## config.mk

```make
export PLATFORM = sky130hd
export DESIGN_NAME = der_cert_serial_issuer_extractor
export DESIGN_NICKNAME = d
export VERILOG_FILES = /design/src/design/der_csi_pkg.sv /design/src/design/der_csi_step.sv /design/src/design/der_cert_serial_issuer_extractor.sv
export VERILOG_INCLUDE_DIRS = /design/src /design/src/design
export SDC_FILE = /design/constraint.sdc
export NUM_CORES = 1
export LEC_CHECK = 0
export BUFFER_PORTS_ARGS = -buffer_cell sky130_fd_sc_hd__buf_4
export CELL_PAD_IN_SITES_DETAIL_PLACEMENT = 0
export CELL_PAD_IN_SITES_GLOBAL_PLACEMENT = 1
export CORE_MARGIN = 5
export CORE_UTILIZATION = 53
export CTS_BUF_LIST = sky130_fd_sc_hd__clkbuf_4
export CTS_CLUSTER_SIZE = 20
export DETAILED_ROUTE_END_ITERATION = 8
export PLACE_DENSITY = 0.93
export SETUP_SLACK_MARGIN = 0.15
export SLEW_MARGIN = 20
export SYNTH_ARGS = -nofsm -noshare
export SYNTH_HDL_FRONTEND = slang
export SYNTH_HIERARCHICAL = 1
export SYNTH_SLANG_ARGS = --single-unit
```

## constraint.sdc

```tcl
create_clock -name aclk -period 17.21 [get_ports aclk]
set_clock_uncertainty 0.05 [all_clocks]
set_input_delay 0.8605 -clock aclk [delete_from_list [all_inputs] [get_ports aclk]]
set_output_delay 0.8605 -clock aclk [all_outputs]
set_load 0.005 [all_outputs]
```

## src/design/der_cert_serial_issuer_extractor_defines.svh

```systemverilog
// Assertion macros for the DER certificate serial and issuer extractor.
`ifndef DER_CERT_SERIAL_ISSUER_EXTRACTOR_DEFINES_SVH
`define DER_CERT_SERIAL_ISSUER_EXTRACTOR_DEFINES_SVH

// Same-cycle implication, checked out of reset
`define DCSI_ASSERT_NOW(lbl, ante, cons, msg) \
    lbl: assert property (@(posedge aclk) disable iff (!aresetn) (ante) |-> (cons)) \
        else $error(msg);

// Next-cycle implication, checked out of reset
`define DCSI_ASSERT_NEXT(lbl, ante, cons, msg) \
    lbl: assert property (@(posedge aclk) disable iff (!aresetn) (ante) |=> (cons)) \
        else $error(msg);

`endif

```

## src/design/der_csi_pkg.sv

```systemverilog
// Shared types, codes and helpers for the DER certificate serial and issuer extractor.
package der_csi_pkg;

    // Longest long-form length field accepted
    localparam int MAX_LEN_BYTES = 4;

    // Parse phase, one-hot
    typedef enum logic [10:0] {
        P_OUTER   = 11'b000_0000_0001,
        P_TBS     = 11'b000_0000_0010,
        P_FIRST   = 11'b000_0000_0100,
        P_VERBODY = 11'b000_0000_1000,
        P_SERIAL  = 11'b000_0001_0000,
        P_SERBODY = 11'b000_0010_0000,
        P_ALG     = 11'b000_0100_0000,
        P_ALGBODY = 11'b000_1000_0000,
        P_ISS     = 11'b001_0000_0000,
        P_ISSBODY = 11'b010_0000_0000,
        P_TAIL    = 11'b100_0000_0000
    } phase_t;

    // Header byte position, one-hot
    typedef enum logic [2:0] {
        HS_TAG = 3'b001,
        HS_LEN = 3'b010,
        HS_EXT = 3'b100
    } hstep_t;

    // Verdict codes
    localparam logic [3:0] ST_BUSY    = 4'd0;
    localparam logic [3:0] ST_OK      = 4'd1;
    localparam logic [3:0] ST_TRUNC   = 4'd2;
    localparam logic [3:0] ST_BADLEN  = 4'd3;
    localparam logic [3:0] ST_OVER    = 4'd4;
    localparam logic [3:0] ST_NOTCERT = 4'd5;
    localparam logic [3:0] ST_NOTTBS  = 4'd6;
    localparam logic [3:0] ST_NOTSER  = 4'd7;
    localparam logic [3:0] ST_NOTISS  = 4'd8;

    // Byte marks
    localparam logic [1:0] PART_NONE   = 2'd0;
    localparam logic [1:0] PART_SERIAL = 2'd1;
    localparam logic [1:0] PART_ISSUER = 2'd2;

    // Tag values
    localparam logic [7:0] TAG_VERSION = 8'hA0;
    localparam logic [7:0] TAG_INTEGER = 8'h02;
    localparam logic [4:0] TAG_SEQ_NUM = 5'h10;

    localparam logic [32:0] SEEN_MAX = '1;

    // Parser state
    typedef struct packed {
        phase_t      phase;
        hstep_t      hstep;
        logic [2:0]  len_left;
        logic [31:0] len_acc;
        logic [32:0] seen;
        logic [33:0] outer_end;
        logic [31:0] tbs_left;
        logic [31:0] elem_left;
        logic [3:0]  err;
        logic [7:0]  tag;
    } state_t;

    localparam state_t STATE_RESET = '{
        phase:     P_OUTER,
        hstep:     HS_TAG,
        len_left:  3'd0,
        len_acc:   32'd0,
        seen:      33'd0,
        outer_end: 34'd0,
        tbs_left:  32'd0,
        elem_left: 32'd0,
        err:       ST_BUSY,
        tag:       8'd0
    };

    // Phase that follows a finished element body
    function automatic phase_t body_next(input phase_t p);
        phase_t r;
        unique case (p)
            P_VERBODY: r = P_SERIAL;
            P_SERBODY: r = P_ALG;
            P_ALGBODY: r = P_ISS;
            default:   r = P_TAIL;
        endcase
        return r;
    endfunction

endpackage

```

## src/design/der_csi_step.sv

```systemverilog
// One-byte parse step: next parser state, byte mark and frame verdict.
module der_csi_step (
    input  der_csi_pkg::state_t st_i,
    input  logic [7:0]          byte_i,
    input  logic                last_i,
    output der_csi_pkg::state_t st_o,
    output logic [1:0]          part_o,
    output logic [3:0]          status_o
);
    import der_csi_pkg::*;

    state_t      nxt;
    logic [31:0] dec_elem;
    logic [31:0] dec_tbs;
    logic [32:0] seen_inc;
    logic [31:0] room;
    logic        bounded;
    logic        is_hdr;
    logic [6:0]  cnt;
    logic [2:0]  left_dec;
    logic        done;
    logic        herr;
    logic [3:0]  fcode;
    logic        outer_done;
    logic        open_en;
    phase_t      open_ph;
    logic        bd_en;
    phase_t      bd_from;
    logic        lt_outer;

    // Saturating counters and header room
    assign dec_elem = (st_i.elem_left != 32'd0) ? st_i.elem_left - 32'd1 : 32'd0;
    assign dec_tbs  = (st_i.tbs_left != 32'd0) ? st_i.tbs_left - 32'd1 : 32'd0;
    assign seen_inc = (st_i.seen != SEEN_MAX) ? st_i.seen + 33'd1 : st_i.seen;
    assign room     = (st_i.phase == P_TBS) ? dec_elem : dec_tbs;
    assign bounded  = (st_i.phase != P_OUTER);
    assign is_hdr   = (st_i.phase == P_OUTER) || (st_i.phase == P_TBS) ||
                      (st_i.phase == P_FIRST) || (st_i.phase == P_SERIAL) ||
                      (st_i.phase == P_ALG)   || (st_i.phase == P_ISS);
    assign cnt      = byte_i[6:0];
    assign left_dec = (st_i.len_left != 3'd0) ? st_i.len_left - 3'd1 : 3'd0;

    always_comb begin
        nxt        = st_i;
        nxt.seen   = seen_inc;
        done       = 1'b0;
        herr       = 1'b0;
        fcode      = ST_BUSY;
        outer_done = 1'b0;
        open_en    = 1'b0;
        open_ph    = P_TAIL;
        bd_en      = 1'b0;
        bd_from    = P_TAIL;
        lt_outer   = 1'b0;
        part_o     = PART_NONE;
        status_o   = ST_BUSY;

        // Tag-length header byte
        if (st_i.err == ST_BUSY && is_hdr) begin
            unique case (st_i.hstep)
                HS_TAG: begin
                    nxt.tag   = byte_i;
                    nxt.hstep = HS_LEN;
                end
                HS_LEN: begin
                    if (!byte_i[7]) begin
                        nxt.len_acc = {24'd0, byte_i};
                        nxt.hstep   = HS_TAG;
                        done        = 1'b1;
                    end else if (cnt == 7'd0 || cnt > 7'(MAX_LEN_BYTES) ||
                                 (bounded && {25'd0, cnt} > room)) begin
                        herr = 1'b1;
                    end else begin
                        nxt.len_left = cnt[2:0];
                        nxt.len_acc  = 32'd0;
                        nxt.hstep    = HS_EXT;
                    end
                end
                HS_EXT: begin
                    nxt.len_acc  = {st_i.len_acc[23:0], byte_i};
                    nxt.len_left = left_dec;
                    if (left_dec == 3'd0) begin
                        nxt.hstep = HS_TAG;
                        done      = 1'b1;
                    end
                end
                default: nxt.hstep = HS_TAG;
            endcase
        end

        // Phase work
        if (st_i.err == ST_BUSY) begin
            unique case (st_i.phase)
                P_OUTER: begin
                    if (herr) begin
                        fcode = ST_BADLEN;
                    end else if (done) begin
                        outer_done    = 1'b1;
                        nxt.outer_end = {1'b0, seen_inc} + {2'b00, nxt.len_acc};
                        if (nxt.tag[4:0] != TAG_SEQ_NUM) begin
                            fcode = ST_NOTCERT;
                        end else begin
                            nxt.elem_left = nxt.len_acc;
                            nxt.phase     = P_TBS;
                            if (nxt.len_acc < 32'd2) fcode = ST_TRUNC;
                        end
                    end
                end
                P_TBS: begin
                    nxt.elem_left = dec_elem;
                    if (herr) begin
                        fcode = ST_BADLEN;
                    end else if (done) begin
                        if (nxt.len_acc > dec_elem) begin
                            fcode = ST_OVER;
                        end else if (nxt.tag[4:0] != TAG_SEQ_NUM) begin
                            fcode = ST_NOTTBS;
                        end else begin
                            nxt.tbs_left = nxt.len_acc;
                            nxt.phase    = P_FIRST;
                            if (nxt.len_acc < 32'd2) fcode = ST_TRUNC;
                        end
                    end
                end
                P_FIRST, P_SERIAL, P_ALG, P_ISS: begin
                    nxt.tbs_left = dec_tbs;
                    if (herr) begin
                        fcode = ST_BADLEN;
                    end else if (done) begin
                        if (nxt.len_acc > dec_tbs) begin
                            fcode = ST_OVER;
                        end else if (st_i.phase == P_FIRST && nxt.tag == TAG_VERSION) begin
                            open_en = 1'b1;
                            open_ph = P_VERBODY;
                        end else if (st_i.phase == P_FIRST || st_i.phase == P_SERIAL) begin
                            if (nxt.tag != TAG_INTEGER) begin
                                fcode = ST_NOTSER;
                            end else begin
                                open_en = 1'b1;
                                open_ph = P_SERBODY;
                            end
                        end else if (st_i.phase == P_ALG) begin
                            open_en = 1'b1;
                            open_ph = P_ALGBODY;
                        end else if (nxt.tag[4:0] != TAG_SEQ_NUM) begin
                            fcode = ST_NOTISS;
                        end else begin
                            open_en = 1'b1;
                            open_ph = P_ISSBODY;
                        end
                    end
                end
                P_VERBODY, P_SERBODY, P_ALGBODY, P_ISSBODY: begin
                    nxt.tbs_left  = dec_tbs;
                    nxt.elem_left = dec_elem;
                    if (dec_elem == 32'd0) begin
                        bd_en   = 1'b1;
                        bd_from = st_i.phase;
                    end
                end
                default: ;
            endcase
        end

        // Enter an element body; an empty body finishes at once
        if (open_en) begin
            nxt.elem_left = nxt.len_acc;
            if (nxt.len_acc == 32'd0) begin
                bd_en   = 1'b1;
                bd_from = open_ph;
            end else begin
                nxt.phase = open_ph;
            end
        end

        // Body finished: next header needs two bytes of room
        if (bd_en) begin
            nxt.phase = body_next(bd_from);
            if (nxt.phase != P_TAIL) begin
                nxt.hstep = HS_TAG;
                if (nxt.tbs_left < 32'd2) fcode = ST_TRUNC;
            end
        end

        // Sticky error
        if (fcode != ST_BUSY) begin
            nxt.err   = fcode;
            nxt.phase = P_TAIL;
        end

        // Byte mark
        if (nxt.err == ST_BUSY) begin
            unique case (st_i.phase)
                P_FIRST, P_SERIAL: part_o = (nxt.tag == TAG_INTEGER) ? PART_SERIAL : PART_NONE;
                P_SERBODY:         part_o = PART_SERIAL;
                P_ISS:             part_o = (nxt.tag[4:0] == TAG_SEQ_NUM) ? PART_ISSUER
                                                                          : PART_NONE;
                P_ISSBODY:         part_o = PART_ISSUER;
                default:           part_o = PART_NONE;
            endcase
        end

        // Verdict on the final byte, then start over
        if (last_i) begin
            lt_outer = outer_done ? (nxt.len_acc != 32'd0)
                                  : ({1'b0, nxt.seen} < st_i.outer_end);
            if (nxt.phase == P_OUTER) begin
                status_o = (nxt.hstep == HS_EXT) ? ST_BADLEN : ST_TRUNC;
            end else if (lt_outer) begin
                status_o = ST_OVER;
            end else if (nxt.err != ST_BUSY) begin
                status_o = nxt.err;
            end else if (nxt.phase == P_ISSBODY || nxt.phase == P_TAIL) begin
                status_o = ST_OK;
            end else begin
                status_o = ST_TRUNC;
            end
            nxt = STATE_RESET;
        end
    end

    assign st_o = nxt;

endmodule

```

## src/design/der_cert_serial_issuer_extractor.sv

```systemverilog
// Top level: stream wrapper around the DER certificate serial and issuer parser.
//
// Takes a DER certificate one byte per transaction (tlast on the final byte) and returns
// one transaction per byte: the byte, a mark for serial-number or issuer TLV bytes, and on
// the final byte the verdict (1 ok, 2..8 error codes; 0 on all other bytes). One byte is
// taken every cycle when the output side is ready; each byte is held in the input register,
// then passes through the parse stage into the output register once the output side can take it.
// The rate is set by the per-byte state update, which is combinational. The state
// returns to reset after the final byte.
`include "der_cert_serial_issuer_extractor_defines.svh"

module der_cert_serial_issuer_extractor (
    input  logic        aclk,
    input  logic        aresetn,
    input  logic        s_tvalid,
    output logic        s_tready,
    input  logic [7:0]  s_tdata,   // [7:0] data_byte
    input  logic        s_tlast,   // last
    output logic        m_tvalid,
    input  logic        m_tready,
    output logic [15:0] m_tdata,   // [7:0] byte_out, [11:8] status, [15:12] zero
    output logic [1:0]  m_tuser    // [1:0] part
);
    import der_csi_pkg::*;

    logic       in_valid_reg;
    logic [7:0] in_data_reg;
    logic       in_last_reg;
    state_t     state_reg;
    state_t     state_next;
    logic       out_valid_reg;
    logic [7:0] out_byte_reg;
    logic [1:0] out_part_reg;
    logic [3:0] out_status_reg;
    logic [1:0] part_next;
    logic [3:0] status_next;
    logic       adv;
    logic       s_accept;

    // Handshake
    assign adv      = in_valid_reg && (!out_valid_reg || m_tready);
    assign s_tready = !in_valid_reg || adv;
    assign s_accept = s_tvalid && s_tready;

    // Input register
    always_ff @(posedge aclk) begin
        if (!aresetn) begin
            in_valid_reg <= 1'b0;
        end else if (s_accept) begin
            in_valid_reg <= 1'b1;
        end else if (adv) begin
            in_valid_reg <= 1'b0;
        end
    end

    always_ff @(posedge aclk) begin
        if (s_accept) begin
            in_data_reg <= s_tdata;
            in_last_reg <= s_tlast;
        end
    end

    // Parse step
    der_csi_step u_step (
        .st_i     (state_reg),
        .byte_i   (in_data_reg),
        .last_i   (in_last_reg),
        .st_o     (state_next),
        .part_o   (part_next),
        .status_o (status_next)
    );

    // Parser state
    always_ff @(posedge aclk) begin
        if (!aresetn) begin
            state_reg <= STATE_RESET;
        end else if (adv) begin
            state_reg <= state_next;
        end
    end

    // Output register
    always_ff @(posedge aclk) begin
        if (!aresetn) begin
            out_valid_reg <= 1'b0;
        end else if (adv) begin
            out_valid_reg <= 1'b1;
        end else if (m_tready) begin
            out_valid_reg <= 1'b0;
        end
    end

    always_ff @(posedge aclk) begin
        if (adv) begin
            out_byte_reg   <= in_data_reg;
            out_part_reg   <= part_next;
            out_status_reg <= status_next;
        end
    end

    assign m_tvalid = out_valid_reg;
    assign m_tdata  = {4'd0, out_status_reg, out_byte_reg};
    assign m_tuser  = out_part_reg;

    // Checks
    `DCSI_ASSERT_NOW(a_phase_onehot, 1'b1, $onehot(state_reg.phase), "phase not one-hot")
    `DCSI_ASSERT_NOW(a_err_in_tail, state_reg.err != ST_BUSY, state_reg.phase == P_TAIL,
        "error set outside tail phase")
    `DCSI_ASSERT_NEXT(a_frame_reset, adv && in_last_reg,
        state_reg.phase == P_OUTER && state_reg.err == ST_BUSY && state_reg.seen == 33'd0,
        "state not cleared after final byte")

endmodule
```

== Word-level counts from Yosys, hierarchy flattened ==
Cells that the tools add are included.

* Register bits after elaboration: 217
* Output and inout bits: 20
* Word-level logic and storage cells: 233

* Mux-type cells: 123
* $add $sub $neg: 5
* Equality and inequality tests: 34
* Order comparisons: 7
* Reduce and logical (&&, ||, !) cells: 47

{| class="wikitable"
|+ Operators with widths
! cell !! count
|-
| 32-bit two-way mux || 12
|-
| 11-bit two-way mux || 27
|-
| 192-bit two-way mux || 1
|-
| 32-bit case mux with 2 select lines || 2
|-
| 34-bit two-way mux || 3
|-
| 98-bit two-way mux || 1
|-
| 32-bit nonzero test || 3
|-
| 4-bit two-way mux || 20
|-
| 38-bit two-way mux || 2
|-
| 35-bit case mux with 2 select lines || 1
|-
| 32-bit > comparator || 2
|-
| 32-bit logical NOT || 2
|-
| 32-bit by 2-bit less-than comparator with 1-bit output, second input constant || 2
|-
| 32-bit by 1-bit subtractor with 32-bit output, second input constant || 2
|-
| 33-bit by 32-bit adder with 34-bit output || 1
|-
| 33-bit by 34-bit less-than comparator with 1-bit output || 1
|-
| 33-bit by 1-bit adder with 33-bit output, second input constant || 1
|-
| 1-bit two-way mux || 33
|-
| 33-bit two-way mux || 1
|-
| 33-bit inequality test, second input constant || 1
|-
| 11-bit case mux with 3 select lines || 1
|-
| 7-bit by 32-bit > comparator with 1-bit output || 1
|-
| 3-bit two-way mux || 8
|-
| 11-bit by 1-bit == test with 1-bit output, second input constant || 2
|-
| 50 further kinds || 86
|}

== Depth between registers and ports, before layout ==
* Word-level depth: 34
* Depth in mapped cells: 41
* Gate-level depth less buffers: 36

== By module ==
The synthesis kept the hierarchy.

{| class="wikitable"
|+ By module, submodules not included
! module !! times used !! cells an instance !! area each (um^2)
|-
| der_csi_step || 1 || 1986 || 12313.1
|-
| der_cert_serial_issuer_extractor || 1 || 871 || 8663.3
|}

== Worst setup path after synthesis ==
OpenSTA, ideal clock, no wires.

* Path kind: register -> register
* From: register state_reg[44] (netlist name)
* To: register out_status_reg[1], data pin
* Stages on the path, launching flop included: 40
* Data required time: 16.899 ns
* Data arrival time: 7.394 ns
* Slack: 9.505 ns
* Cells stage by stage: dfxtp_1 inv_1 ha_1 nor3b_1 and4_1 clkbuf_1 nand3_1 clkbuf_1 nand2_1 mux2_2 ha_1 nor2b_1 o21ai_0 nand2b_1 a21oi_1 o21a_1 a311oi_2 o2111ai_2 [4 not listed] inv_1 ha_1 and3_1 nand4_1 nor2_1 and4_1 clkbuf_1 a31oi_1 and2_1 buf_2 o21ai_1 nand3_1 or4_1 nor4_1 o211ai_1 o211ai_2 o21ba_1 a221o_1

* Longest elaborated chain between the ends: 32
* Elaborated cells on any way between the ends: 88

{| class="wikitable"
|+ RTL lines
! element !! RTL line !! source
|-
| start, declared || der_cert_serial_issuer_extractor.sv:29 || <nowiki>state_t state_reg;</nowiki>
|-
| start signal, assigned || der_cert_serial_issuer_extractor.sv:78 || <nowiki>state_reg <= state_next;</nowiki>
|-
| 32-bit by 1-bit subtractor with 32-bit output / 32-bit nonzero test (equally long branches) || der_csi_step.sv:33 || <nowiki>assign dec_tbs = (st_i.tbs_left != 32'd0) ? st_i.tbs_left - 32'd1 : 32'd0;</nowiki>
|-
| 32-bit two-way mux || der_csi_step.sv:33 ||
|-
| 32-bit two-way mux || der_csi_step.sv:35 || <nowiki>assign room = (st_i.phase == P_TBS) ? dec_elem : dec_tbs;</nowiki>
|-
| 7-bit by 32-bit > comparator with 1-bit output || der_csi_step.sv:71 || <nowiki>(bounded && {25'd0, cnt} > room)) begin</nowiki>
|-
| 1-bit logical AND || der_csi_step.sv:71 ||
|-
| 1-bit logical OR || der_csi_step.sv:70 || <nowiki>end else if (cnt == 7'd0 || cnt > 7'(MAX_LEN_BYTES) ||</nowiki>
|-
| 38-bit two-way mux || der_csi_step.sv:70 ||
|-
| 32-bit two-way mux || der_csi_step.sv:66 || <nowiki>if (!byte_i[7]) begin</nowiki>
|-
| [16 not listed] || -- ||
|-
| 4-bit nonzero test || der_csi_step.sv:186 || <nowiki>if (fcode != ST_BUSY) begin</nowiki>
|-
| 11-bit two-way mux || der_csi_step.sv:186 ||
|-
| 11-bit by 10-bit == test with 1-bit output / 11-bit == test (equally long branches) || der_csi_step.sv:213 || <nowiki>end else if (nxt.phase == P_ISSBODY || nxt.phase == P_TAIL) begin</nowiki>
|-
| 1-bit logical OR || der_csi_step.sv:213 ||
|-
| 2-bit two-way mux || der_csi_step.sv:213 ||
|-
| 4-bit two-way mux || der_csi_step.sv:211 || <nowiki>end else if (nxt.err != ST_BUSY) begin</nowiki>
|-
| 4-bit two-way mux || der_csi_step.sv:209 || <nowiki>end else if (lt_outer) begin</nowiki>
|-
| 4-bit two-way mux * || der_csi_step.sv:207 || <nowiki>if (nxt.phase == P_OUTER) begin</nowiki>
|-
| end signal, assigned || der_cert_serial_issuer_extractor.sv:97 || <nowiki>out_status_reg <= status_next;</nowiki>
|-
| end, declared || der_cert_serial_issuer_extractor.sv:34 || <nowiki>logic [3:0] out_status_reg;</nowiki>
|}

Mark *: on every way between the ends. The rest lies on a longest branch, timed or not. The select of a mux whose other input is x is not followed.
A chain may end at the register's enable or synchronous reset.

== Worst setup path in the final report ==
Same ends and word-level chain as after synthesis.

==> key figures <==
STA
  • Period Utilization, post-route: 0.605
  • Final setup fails: 0
  • Slew Viols, Final: 0
  • Worst slew margin: 0.195
  • RSZ-0062 raised after global routing: no
  • TNS Setup: 0 ps
  • Max Freq: 96.0 MHz
  • Final Hold Vio Count: 0
  • Final hold slack: 210 ps
  • Tmin final: 10420 ps
  • Worst-Margin Slew: 1190 ps

Run
  • Max cap viols: 0

Layout
  • Fraction of layout cells with a size suffix above 1: 0.0826
  • FILL cells: 3799
  • FF+latch area: 4570 um^2
  • Max reg flops: 192
  • Syn-to-layout area delta: 4.82%
  • Multi-input gate area: 15000 um^2
  • Final nets: 2976
  • Core Util, Final: 0.565

Detailed routing
  • Mean number of vias per cell: 6.53
  • Final wirelength: 80.2 mm
  • ANT nets after route: 0
  • Drt first pass iters: 6
  • Drc violations: 0
  • WL per Instance: 23.6 um
  • Initial drt markers: 2847
  • Vias: 22.2k

Yosys
  • Synth warnings: 6
  • Top cells by count, synth: 609 x nand2_1, 230 x nor2_1, 203 x mux2i_1
  • Yosys top cell area share: 0.185
  • Register bit count reported by yosys: 217
  • Post-synthesis cell area: 21000 um^2
  • FFs w/ async S/R, synth: 0
  • Synth cell types: 101
  • Syn Area/Cell: 7.34 um^2
  • Adder-Cell Fraction of Synth Area: 0.0857
  • Simple-gate share of the synthesized area: 0.298
  • Main combinational cell family by area after synthesis: simple AND/OR/NAND/NOR gates
  • Cells after synthesis: 2857
  • Top FF cell, synth: dfxtp_1
  • Synth Area in Compound Gates: 0.185
  • Number of flops mapped to enable cells by yosys: 23
  • Sequential element share of the synthesized area: 0.218
  • Cell taking the most area after synthesis: dfxtp_1
  • XOR/XNOR share of the synthesized area: 0.0426
  • Most common cell in the synthesized netlist: nand2_1
  • Mux cell area share after synthesis: 0.0990
  • Synth area leaders: dfxtp_1 19%, nand2_1 11%, mux2i_1 9.7%

Worst setup path
  • Crit-path max FO: 35
  • Setup CP Type: reg -> reg
  • WP data arrival: 10890 ps
  • Worst EP required: 17680 ps
  • Worst R2R Start: state_reg[44]$_SDFFE_PN0P_
  • Worst Setup EP: out_status_reg[1]$_DFFE_PP_
  • R2r setup slk: 6790 ps
  • Worst Reg-to-Reg Cells: 27
  • FF-to-FF End: out_status_reg[1]$_DFFE_PP_
  • CP Capture Type: flop
  • Startpoint types: flop
  • CP startpoint: state_reg[44]$_SDFFE_PN0P_

CTS
  • PostCTS Resize Cnt: 0
  • Setup Fix Bufs, Post-CTS: 0
  • Clock transition at path regs: 60 ps
  • Longest Clk Path Bufs: 3
  • Num CTS Buffers: 71
  • Root Buffer: clkbuf_4
  • H-tree depth: 3
  • Clk Latency, worst-skew pair: 790 ps
  • CTS tree: built
  • Sink Count: 217
  • Post-CTS Hold Buffers: 0

Placed design
  • DPL Wire Length: 59.3 mm
  • RD Place Congestion: 1.08
  • # port buffers: 28

Pwr
  • VDD IR-drop max: 0.0643 mV
  • Lkg Pwr: 8.78 nW
  • Pwr per Cell Area: 57.2 nW/um^2

Global route
  • Initial antenna violation count: 3
  • GRT Overall Usage: 0.350
  • Pin count of the biggest net entering global routing: 140
  • Vias in the first global route: 20.4k
  • Global-route wire length before repair: 122 mm
  • Grt ovf: 0

Die
  • Width of the die: 209 um
  • Die height: 209 um
  • Num ports: 33
  • CORE AREA: 38900 um^2
  • Row cnt: 72
  • Initial Utilization: 0.539
  • Die area: 43700 um^2

Status
  • Run status: completed

Hold path
  • Hold Path Class: in -> reg
routing by layer:
layer / global-route usage / share of wire
met2: 0.515 / 0.41
met4: 0.156 / 0.054
met3: 0.0856 / 0.11
met1: 0.487 / 0.42
met5: 0 / 0.00016
worst min-delay path by stage:
stage / depth (start not counted) / slack (ps) / to / start
final: 1 / 210 / in_data_reg[1]$_DFFE_PP_ / s_tdata[1]
after global routing: 1 / 150 / in_data_reg[1]$_DFFE_PP_ / s_tdata[1]
after CTS: 1 / 150 / in_last_reg$_DFFE_PP_ / s_tlast
after detailed placement: 2 / 400 / state_reg[78]$_SDFFE_PN0P_ / state_reg[78]$_SDFFE_PN0P_
after global placement: 2 / 390 / state_reg[78]$_SDFFE_PN0P_ / state_reg[78]$_SDFFE_PN0P_
after floorplan: 2 / 380 / state_reg[15]$_SDFFE_PN0P_ / state_reg[15]$_SDFFE_PN0P_
through the flow:
step | setup slack (ps) | area (um^2) | power, mW | cells
after floorplan | 9500 | 21000 | 0.673 | 2860
after global placement | 7580 | 21100 | 0.717 | 3265
after detailed placement | 7350 | 21100 | 0.718 | 3265
after CTS | 7320 | 22000 | 1.27 | 3388
after global routing | 6600 | 22000 | 1.31 | 3392
final | 6790 | 22000 | 1.26 | 3392
power breakdown:
group / internal [mW] / switching (mW)
clock network: 0.286 / 0.257
logic: 0.0600 / 0.132
registers: 0.516 / 0.00688
total: 0.861 / 0.396
kinds of logic after synthesis:
group | count (synthesis)
xor gates and xnor gates | 102
AOI/OAI and AO/OA | 578
adders and majority gates | 143
and+or+nand+nor | 1324
other | 1
buffers and inverters | 285
muxes | 207
DFF | 217
worst max-delay path: stages, from the launching register on:
cell       delay [ps]
dfxtp_1           410
inv_1             130
ha_1              180
or3b_1            540
nor4_2            730
o211ai_1          170
a2bb2oi_1         710
nand2_1           140
nor4b_2           790
o2111ai_2         230
nand2_2           610
a22oi_1           480
inv_1             370
ha_1              310
nand3_1           160
o221a_2           200
o21ai_0           140
a221oi_1          390
nand4_1           470
and2_1            430
o21ai_1           240
nand3_1            90
or4_1             530
nor4_1            380
o211ai_1          340
o211ai_2          410
o21ba_1           220
a221o_1           290
cell type report:
| type | instances | area share |
|---|---|---|
| Inverter | 107 | 0.0183 |
| Tap cell | 518 | 0.0295 |
| Sequential cell | 217 | 0.208 |
| Timing Repair Buffer | 65 | 0.0231 |
| Clock inverter | 21 | 0.00489 |
| Multi-Input combinational cell | 2358 | 0.681 |
| Clock buffer | 102 | 0.0348 |
| Antenna cell | 4 | 0.000455 |
cells in the final DEF (no fill, tap or decap), types with 22 or more instances in the layout:
| master | Yosys | layout |
|---|---|---|
| nor4_1 | 53 | 50 |
| nand4_1 | 50 | 50 |
| nor3_1 | 66 | 66 |
| edfxtp_1 | 23 | 23 |
| a21oi_1 | 166 | 166 |
| dfxtp_1 | 194 | 194 |
| clkbuf_4 | 0 | 102 |
| a22oi_1 | 29 | 29 |
| ha_1 | 142 | 142 |
| xor2_1 | 43 | 43 |
| and3_1 | 29 | 29 |
| nand2_1 | 609 | 609 |
| nand3_1 | 67 | 66 |
| a31oi_1 | 28 | 28 |
| nor2_1 | 230 | 227 |
| xnor2_1 | 59 | 59 |
| a21o_1 | 29 | 29 |
| mux2i_1 | 203 | 203 |
| inv_1 | 105 | 105 |
| buf_4 | 7 | 63 |
| a211oi_1 | 29 | 28 |
| o21ai_0 | 90 | 87 |
| and2_1 | 67 | 67 |
| o211ai_1 | 22 | 22 |
Power figures use the tool's default switching activity.
